<file path="src/rtl/plidd_pkg.sv">
// shared types and codes for the positional list block
package plidd_pkg;

    localparam int VALUE_W  = 32;
    localparam int FUNC_W   = 2;
    localparam int POS_W    = 6;
    localparam int STATUS_W = 2;

    typedef enum logic [FUNC_W-1:0] {
        FUNC_PUSH_FRONT = 2'd0,
        FUNC_PUSH_BACK  = 2'd1,
        FUNC_REMOVE     = 2'd2
    } func_t;

    typedef enum logic [STATUS_W-1:0] {
        STATUS_DONE  = 2'd0,
        STATUS_FULL  = 2'd1,
        STATUS_RANGE = 2'd2
    } status_t;

    typedef enum logic [1:0] {
        ST_IDLE,
        ST_SHIFT,
        ST_DUMP
    } state_t;

endpackage

</file>
<file path="src/rtl/plidd_store.sv">
// entry store: one write port, one read port, registered read data
module plidd_store #(
    parameter int DEPTH = 32,
    localparam int AW = (DEPTH > 1) ? $clog2(DEPTH) : 1
) (
    input  logic                          clk,
    input  logic                          we,
    input  logic [AW-1:0]                 waddr,
    input  logic [plidd_pkg::VALUE_W-1:0] wdata,
    input  logic                          re,
    input  logic [AW-1:0]                 raddr,
    output logic [plidd_pkg::VALUE_W-1:0] rdata
);

    logic [plidd_pkg::VALUE_W-1:0] mem [DEPTH];

    always_ff @(posedge clk)
    begin
        if (we)
        begin
            mem[waddr] <= wdata;
        end
    end

    always_ff @(posedge clk)
    begin
        if (re)
        begin
            rdata <= mem[raddr];
        end
    end

endmodule

</file>
<file path="src/rtl/positional_list_insert_delete_dump.sv">
// positional list: front insert, back append, indexed removal, full dump
//
// Input channel (in_valid/in_ready) takes one request: func, value, position.
// in_ready is high only while no request is in work; one request at a time.
// Output channel (out_valid/out_ready) returns the whole list front to back,
// one transaction per entry, is_last on the final one; an empty list gives a
// single transaction with list_empty and is_last set and item_value zero.
// Every transaction of a request carries the same status code.
// An insert writes the store in the accept cycle; a removal at position p of n
// entries first moves the n-1-p entries behind it, one per cycle while the output
// register is free, through the single read port and the single write port of
// the store. The dump reads one entry per cycle while the receiver does not stall.
// The store's registered read data is the output register: a stalled
// receiver holds it, and no further read is issued until it is taken.
// The next request may be taken while the last result still waits.
// Reset empties the list (front and count cleared); store contents are not
// cleared, since only entries inside the list are ever read.
module positional_list_insert_delete_dump #(
    parameter int CAPACITY = 32
) (
    input  logic                                  clk,
    input  logic                                  rst_n,
    input  logic                                  in_valid,
    output logic                                  in_ready,
    input  logic [plidd_pkg::FUNC_W-1:0]          func,
    input  logic signed [plidd_pkg::VALUE_W-1:0]  value,
    input  logic [plidd_pkg::POS_W-1:0]           position,
    output logic                                  out_valid,
    input  logic                                  out_ready,
    output logic signed [plidd_pkg::VALUE_W-1:0]  item_value,
    output logic                                  is_last,
    output logic                                  list_empty,
    output logic [plidd_pkg::STATUS_W-1:0]        status
);

    localparam int AW = $clog2(CAPACITY);
    localparam int CW = $clog2(CAPACITY + 1);
    localparam int XW = (CW > plidd_pkg::POS_W) ? CW : plidd_pkg::POS_W;

    plidd_pkg::state_t  state_reg, state_next;
    plidd_pkg::status_t status_reg, status_next;
    plidd_pkg::status_t out_status_reg, out_status_next;
    logic [AW-1:0]      front_reg, front_next;
    logic [CW-1:0]      count_reg, count_next;
    logic [CW-1:0]      idx_reg, idx_next;
    logic               out_valid_reg, out_valid_next;
    logic               last_reg, last_next;
    logic               empty_reg, empty_next;
    logic               wr_pend_reg, wr_pend_next;
    logic [AW-1:0]      wr_addr_reg, wr_addr_next;

    logic                          mem_we, mem_re;
    logic [AW-1:0]                 mem_waddr, mem_raddr;
    logic [plidd_pkg::VALUE_W-1:0] mem_wdata, mem_rdata;
    logic                          out_free;
    logic [CW-1:0]                 shift_start;

    // circular index: both operands below CAPACITY
    function automatic logic [AW-1:0] slot(input logic [AW-1:0] a, input logic [AW-1:0] b);
        logic [AW:0] sum;
        sum = {1'b0, a} + {1'b0, b};
        if (sum >= (AW+1)'(CAPACITY))
        begin
            sum = sum - (AW+1)'(CAPACITY);
        end
        return sum[AW-1:0];
    endfunction

    plidd_store #(
        .DEPTH (CAPACITY)
    ) u_store (
        .clk   (clk),
        .we    (mem_we),
        .waddr (mem_waddr),
        .wdata (mem_wdata),
        .re    (mem_re),
        .raddr (mem_raddr),
        .rdata (mem_rdata)
    );

    always_ff @(posedge clk or negedge rst_n)
    begin
        if (!rst_n)
        begin
            state_reg      <= plidd_pkg::ST_IDLE;
            status_reg     <= plidd_pkg::STATUS_DONE;
            out_status_reg <= plidd_pkg::STATUS_DONE;
            front_reg      <= '0;
            count_reg      <= '0;
            idx_reg        <= '0;
            out_valid_reg  <= 1'b0;
            last_reg       <= 1'b0;
            empty_reg      <= 1'b0;
            wr_pend_reg    <= 1'b0;
            wr_addr_reg    <= '0;
        end
        else
        begin
            state_reg      <= state_next;
            status_reg     <= status_next;
            out_status_reg <= out_status_next;
            front_reg      <= front_next;
            count_reg      <= count_next;
            idx_reg        <= idx_next;
            out_valid_reg  <= out_valid_next;
            last_reg       <= last_next;
            empty_reg      <= empty_next;
            wr_pend_reg    <= wr_pend_next;
            wr_addr_reg    <= wr_addr_next;
        end
    end

    assign shift_start = CW'(position) + CW'(1);

    always_comb
    begin
        state_next      = state_reg;
        status_next     = status_reg;
        out_status_next = out_status_reg;
        front_next      = front_reg;
        count_next      = count_reg;
        idx_next        = idx_reg;
        last_next       = last_reg;
        empty_next      = empty_reg;
        wr_pend_next    = 1'b0;
        wr_addr_next    = wr_addr_reg;
        out_free        = !out_valid_reg || out_ready;
        out_valid_next  = out_valid_reg && !out_ready;
        in_ready        = (state_reg == plidd_pkg::ST_IDLE);

        // moved entry is written in the cycle after its read
        mem_we    = wr_pend_reg;
        mem_waddr = wr_addr_reg;
        mem_wdata = mem_rdata;
        mem_re    = 1'b0;
        mem_raddr = slot(front_reg, idx_reg[AW-1:0]);

        unique case (state_reg)
            plidd_pkg::ST_IDLE:
            begin
                if (in_valid)
                begin
                    status_next = plidd_pkg::STATUS_DONE;
                    state_next  = plidd_pkg::ST_DUMP;
                    idx_next    = '0;
                    if (func == plidd_pkg::FUNC_PUSH_FRONT || func == plidd_pkg::FUNC_PUSH_BACK)
                    begin
                        if (count_reg >= CW'(CAPACITY))
                        begin
                            status_next = plidd_pkg::STATUS_FULL;
                        end
                        else
                        begin
                            mem_we     = 1'b1;
                            mem_wdata  = value;
                            count_next = count_reg + CW'(1);
                            if (func == plidd_pkg::FUNC_PUSH_FRONT)
                            begin
                                mem_waddr  = slot(front_reg, AW'(CAPACITY - 1));
                                front_next = slot(front_reg, AW'(CAPACITY - 1));
                            end
                            else
                            begin
                                mem_waddr = slot(front_reg, count_reg[AW-1:0]);
                            end
                        end
                    end
                    else if (func == plidd_pkg::FUNC_REMOVE)
                    begin
                        if (XW'(position) >= XW'(count_reg))
                        begin
                            status_next = plidd_pkg::STATUS_RANGE;
                        end
                        else
                        begin
                            count_next = count_reg - CW'(1);
                            if (position == '0)
                            begin
                                front_next = slot(front_reg, AW'(1));
                            end
                            else if (shift_start < count_reg)
                            begin
                                idx_next   = shift_start;
                                state_next = plidd_pkg::ST_SHIFT;
                            end
                        end
                    end
                end
            end

            plidd_pkg::ST_SHIFT:
            begin
                // read port feeds the output register, so wait for it to drain
                if (out_free)
                begin
                    mem_re       = 1'b1;
                    wr_pend_next = 1'b1;
                    wr_addr_next = slot(front_reg, idx_reg[AW-1:0] - AW'(1));
                    if (idx_reg == count_reg)
                    begin
                        idx_next   = '0;
                        state_next = plidd_pkg::ST_DUMP;
                    end
                    else
                    begin
                        idx_next = idx_reg + CW'(1);
                    end
                end
            end

            plidd_pkg::ST_DUMP:
            begin
                if (out_free)
                begin
                    out_valid_next  = 1'b1;
                    out_status_next = status_reg;
                    if (count_reg == '0)
                    begin
                        empty_next = 1'b1;
                        last_next  = 1'b1;
                        state_next = plidd_pkg::ST_IDLE;
                    end
                    else
                    begin
                        mem_re     = 1'b1;
                        empty_next = 1'b0;
                        last_next  = (idx_reg + CW'(1) == count_reg);
                        idx_next   = idx_reg + CW'(1);
                        if (idx_reg + CW'(1) == count_reg)
                        begin
                            state_next = plidd_pkg::ST_IDLE;
                        end
                    end
                end
            end

            default:
            begin
                state_next = plidd_pkg::ST_IDLE;
            end
        endcase
    end

    assign out_valid  = out_valid_reg;
    assign item_value = empty_reg ? '0 : mem_rdata;
    assign is_last    = last_reg;
    assign list_empty = empty_reg;
    assign status     = out_status_reg;

    a_count_bound: assert property (@(posedge clk) disable iff (!rst_n)
        count_reg <= CW'(CAPACITY))
        else $error("entry count above capacity");

    a_no_same_slot: assert property (@(posedge clk) disable iff (!rst_n)
        !(mem_we && mem_re && (mem_waddr == mem_raddr)))
        else $error("read and write of the same slot in one cycle");

    a_read_needs_room: assert property (@(posedge clk) disable iff (!rst_n)
        mem_re |-> (!out_valid_reg || out_ready))
        else $error("store read would overwrite a waiting result");

    a_write_follows_read: assert property (@(posedge clk) disable iff (!rst_n)
        wr_pend_reg |-> $past(mem_re && state_reg == plidd_pkg::ST_SHIFT))
        else $error("shift write without a shift read");

    a_empty_is_last: assert property (@(posedge clk) disable iff (!rst_n)
        (out_valid_reg && empty_reg) |-> last_reg)
        else $error("empty marker on a transaction that is not the last");

endmodule
</file>
<file path="config.mk">
export PLATFORM = sky130hd
export DESIGN_NAME = positional_list_insert_delete_dump
export DESIGN_NICKNAME = d
export VERILOG_FILES = /design/src/rtl/plidd_pkg.sv /design/src/rtl/plidd_store.sv /design/src/rtl/positional_list_insert_delete_dump.sv
export SDC_FILE = /design/constraint.sdc
export NUM_CORES = 1
export LEC_CHECK = 0
export CAP_MARGIN = 10
export CORE_UTILIZATION = 45
export CTS_CLUSTER_SIZE = 28
export DETAILED_ROUTE_END_ITERATION = 10
export DONT_BUFFER_PORTS = 1
export GPL_TIMING_DRIVEN = 0
export PLACE_DENSITY = 0.61
export SYNTH_ARGS = -nofsm -noshare
export SYNTH_HDL_FRONTEND = slang
export SYNTH_HIERARCHICAL = 1
export SYNTH_SLANG_ARGS = --single-unit
</file>
<file path="constraint.sdc">
create_clock -name clk -period 8.55 [get_ports clk]
set_input_delay 1.2825 -clock clk [delete_from_list [all_inputs] [get_ports clk]]
set_output_delay 1.2825 -clock clk [all_outputs]
set_load 0.01 [all_outputs]
</file>
; Word-level counts from Yosys, hierarchy flattened
; Memories as Yosys holds them, arrays and structs flattened. A register that Yosys moved wholly into a read port is not among the register bits.
; Cells that the tools add are included.
[word_totals]
regBits = 32
ram_bits = 1024
output_inout_bits = 38
n_memories = 1
[memory_table]
columns = memory, depth, word_bits, rd, rd_clocked_by_memory_dff, write_ports, line
row1 = u_store.mem, 32, 32, 1, 1, 1, plidd_store.sv:15  ; logic [plidd_pkg::VALUE_W-1:0] mem [DEPTH];
[classes]
n_addsub = 15
n_lt_le_gt_ge = 8
n_eq_ne = 15
muxes = 67
reduce_logical = 19
[op_table]
columns = op, count
row1 = 32-bit 2-to-1 mux, 5
row2 = 6-bit 2-to-1 mux, 14
row3 = 5-bit 2-to-1 mux, 16
row4 = "6-bit >= comparator, second input constant", 6
row5 = "5-bit by 1-bit subtractor with 5-bit output, second input constant", 6
row6 = 2-bit 2-to-1 mux, 14
row7 = 5-bit by 5-bit adder with 6-bit output, 3
row8 = "6-bit by 1-bit adder with 6-bit output, second input constant", 3
row9 = 6-bit case mux with 3 select lines, 1
row10 = "2-bit != test, second input constant", 8
row11 = 1-bit 2-to-1 mux, 15
row12 = 5-bit AND reduction, 3
row13 = 6-bit == test, 2
row14 = 6-bit logical NOT, 2
row15 = 7-bit AND reduction, 1
row16 = "5-bit by 1-bit adder with 6-bit output, second input constant", 1
row17 = "5-bit by 5-bit adder with 6-bit output, second input constant", 1
row18 = 6-bit >= comparator, 1
row19 = 6-bit less-than comparator, 1
row20 = 2-bit case mux with 3 select lines, 1
row21 = 2-bit AND reduction, 3
row22 = "6-bit by 1-bit subtractor with 6-bit output, second input constant", 1
row23 = "2-bit by 1-bit == test with 1-bit output, second input constant", 2
row24 = "2-bit == test, second input constant", 2
row25 = 8 further kinds, 12

; Depth between registers and ports, before layout
[depth]
ltp_word = 9
mapped_depth = 13
mapped_depth_nobuf = 12

; Modules after synthesis
; Netlist, hierarchy kept.
[by_module_without_submodules]
columns = mod, n_inst, cells_per_inst, area_each_um2, seq_area_each_um2
row1 = plidd_store, 1, 2260, 40812.9, 31710.4
row2 = positional_list_insert_delete_dump, 1, 475, 3540.9, 800.8

; Least setup slack after synthesis
; No wires, ideal clock.
[synth_path]
kind = input to register
start = input port func[0] (netlist bit)
end = memory u_store/mem[17][0] (netlist bit) (enable)
setup_time_ps = 421
arrival_ps = 4416
required_time_ps = 8129
setup_slack_ps = 3713
stages = 8
n_path_buf = 1
cell_sequence = buf_2 nor2_1 a211oi_1 nor3_1 xnor2_1 o21ai_0 or3b_2 nor2_1
[synth_rtl]
columns = item, line
row1 = from (decl), positional_list_insert_delete_dump.sv:25  ; input logic [plidd_pkg::FUNC_W-1:0] func,
row2 = 2-bit logical NOT, "positional_list_insert_delete_dump.sv:146, positional_list_insert_delete_dump.sv:157"
row3 = 5-bit 2-to-1 mux, positional_list_insert_delete_dump.sv:157  ; if (func == plidd_pkg::FUNC_PUSH_FRONT)
row4 = 5-bit 2-to-1 mux, positional_list_insert_delete_dump.sv:148  ; if (count_reg >= CW'(CAPACITY))
row5 = 5-bit 2-to-1 mux *, positional_list_insert_delete_dump.sv:146  ; if (func == plidd_pkg::FUNC_PUSH_FRONT || func == plidd_pkg::FUNC_PUSH_BACK)
row6 = 5-bit 2-to-1 mux *, positional_list_insert_delete_dump.sv:141  ; if (in_valid)
row7 = 5-bit 2-to-1 mux *, positional_list_insert_delete_dump.sv:138  ; unique case (state_reg)
row8 = named net mem_waddr[4], positional_list_insert_delete_dump.sv:53  ; logic [AW-1:0] mem_waddr, mem_raddr;
row9 = to (decl), plidd_store.sv:15
; Mark *: on every way through the listed nets, which the timed path passes. The rest lies on a longest branch.

; Worst setup path in the final report
[layout_path]
start = register state_reg[0]
end = memory u_store/mem[19][29] (netlist bit) (enable)
[layout_rtl]
columns = item, line
row1 = from (decl), positional_list_insert_delete_dump.sv:40  ; plidd_pkg::state_t state_reg, state_next;
row2 = from (signal assigned), positional_list_insert_delete_dump.sv:85  ; state_reg <= plidd_pkg::ST_IDLE;
row3 = from (signal assigned), positional_list_insert_delete_dump.sv:99  ; state_reg <= state_next;
row4 = 2-bit logical NOT, --
row5 = named net in_ready, positional_list_insert_delete_dump.sv:24  ; output logic in_ready,
row6 = 5-bit 2-to-1 mux, positional_list_insert_delete_dump.sv:138
row7 = named net mem_waddr[4], positional_list_insert_delete_dump.sv:53
; The timed path passes the listed nets, and every way through them passes these cells.

==> metrics.txt <==
initial DRC count=2289; Multi-input gate area=11120 um2; clk buf depth=3; Critical Path End Type=register; commonest cells after routing, fill and taps aside=edfxtp_1 (1056), mux2i_1 (514), nand2_1 (225); largest registers=u_store/mem: 1024 flops, u_store/rdata: 32 flops; hold crit path type=in2async; DR vias=24080; Hold Buf Count CTS=0; Initial Util=0.4566; CP Launch Type=register; Max-Cap Viols=0; status=finished, final reports clean; GR Util All Layers=0.2225; syn_area_per_cell=16.22 um2; die area=99820 um2; Port-buffer cells=0; CP arrival=5.11 ns; min Tclk post-route=4.741 ns; WL final=110.6 mm; setup_tns=0 ns; via/cell ratio=5.639; largest net degree at the start of global routing=33; worst rel slew slack=0.1551; Yosys warnings=6; NumNets Final=2982; Synth-to-Final Area Change=14.16%; Mapped Area=44350 um2; Most flops, register=u_store/mem; CTS tree=yes; number of synthesized flops with an enable pin=1056; H-tree Lvls=3; sequential fraction of the synthesis area=0.7330; Gate Count Post-Synth=2735; final setup vio count=0; synth unique cells=58; drt drc=0; post-synth top area share=0.7149; max-slew violations=0; Tcrit/Tclk final=0.5546; Die Y=316.0 um; highest clock rate=210.9 MHz; # Post-CTS Setup Buffers=0; Largest register FFs=1024; Synth Flop Type=edfxtp_1; ys async rst share=0.02941; Final ANT Viol Nets=0; GP Congestion=0.8317; most common cell after layout, fill and taps aside=edfxtp_1; DRT Pass-1 Iters=5; Synth Register Bits=1088; Row Count=114; vias in the first global route=24451; register area=32510 um2; initial antenna violation count=3; post-synth net total=2821; worst slew pin tran=1.267 ns; first-pass GRT wire length=161.0 mm; clock skew=0.02112 ns; RSZ-0062 raised after global routing=no; critical path type=reg2reg; synth top area cells=edfxtp_1 (71%), mux2i_1 (12%), nand2_1 (1.9%); Core ar.=97140 um2; die span in x=316.0 um; Remaining Overflow, GRT=0; Crit path required time=8.92 ns; WL/cell=25.91 um; clock root buffer master=clkbuf_16; fillers=7718; Final Hold Fails=0; area leader, netlist=edfxtp_1; Clock transition at path regs=0.06 ns; CTS sink cnt=1088; Clk Latency, worst-skew pair=0.67 ns; layout cells sized above 1=0.1111; dpl hpwl=75.13 mm; post-CTS sizing=0; Ports=82; Crit Path Max Fanout=18; total CTS buffers=111
==> cell families after synthesis <==
kind of cell / Yosys count / synth area share
flip-flops: 1088 / 0.7330
multiplexers: 517 / 0.1168
AND/OR/NAND/NOR: 502 / 0.05227
AO/OA/AOI/OAI: 371 / 0.05667
buffers and inverters: 181 / 0.02206
adder cells (fa/ha/maj): 42 / 0.01253
XOR/XNOR: 34 / 0.006714
==> stage by stage <==
stage | std cells | worst slack, ns | hold WS, ns | cell area [um2] | utilization
floorplan | 2735 | 3.713 | 0.4446 | 44350 | -
global placement | 4011 | 0.7369 | 0.4603 | 45950 | 0.4731
detailed placement | 4045 | 3.068 | 0.4757 | 46930 | 0.4831
CTS | 4251 | 3.433 | 0.2592 | 50270 | 0.5175
global route | 4266 | 3.571 | 0.2718 | 50630 | 0.5212
finish | 4270 | 3.809 | 0.3086 | 50640 | 0.5213
==> cell usage after synthesis, drive strengths merged, types with 4 or more instances <==
library cell,number
buf,89
or3,6
nor4,4
nor3,46
ha,38
and3,4
nand3,107
nand2,225
o21ai,20
o211ai,6
nand2b,8
fa,4
mux2i,514
inv,34
nor2b,40
nor2,44
a21o,9
a22oi,96
a21oi,117
a22o,65
xor2,17
edfxtp,1056
a31oi,35
dfrtp,32
nand3b,6
clkbuf,58
xnor2,17
==> layer usage <==
metal	vias to the layer above	part of all wire	GRT usage
met4	0	0.018	0.05753
met1	12255	0.43	0.3041
met3	121	0.060	0.03247
met2	756	0.49	0.3737
met5	-	0	0
li1	10948	-	-
==> path summary, 6_finish.rpt <==
check                      slack (ns)  cells past startpoint     startpoint                  end
setup / recovery                 3.81                     10   state_reg[0]  u_store/mem[19][29]
hold / removal                   0.31                      0          rst_n            status[1]
setup reg to reg                 3.81                     10   state_reg[0]  u_store/mem[19][29]
hold reg to reg                  0.49                      2  status_reg[0]        status_reg[0]
max in group asynchronous        8.15                      0          rst_n            out_valid
min in group clk                 0.49                      2  status_reg[0]        status_reg[0]
==> layout make-up <==
| type | instances | share of cell area |
|---|---|---|
| buffer | 147 | 0.01680 |
| antenna | 5 | 0.0002471 |
| sequential | 1088 | 0.6421 |
| timing repair buffer | 48 | 0.02120 |
| inverter | 34 | 0.002520 |
| multi-input combinational | 1466 | 0.2196 |
| clock buffer | 140 | 0.05785 |
| tap | 1276 | 0.03153 |
| clock inverter | 66 | 0.008179 |
==> critical path, cell delays in order, from the launching register on <==
cell and delay, ns:
dfrtp_1 0.40, inv_1 0.12, ha_1 0.31, nand2_1 0.28
or3_1 0.39, clkbuf_1 0.36, clkbuf_1 0.31, o21ai_1 0.75
or3b_2 0.64, nor2_4 0.62, buf_16 0.25
Power is left out: the tool's default activity adds up to more than one toggle a clock period on the data nets, which glitch-free logic cannot reach.
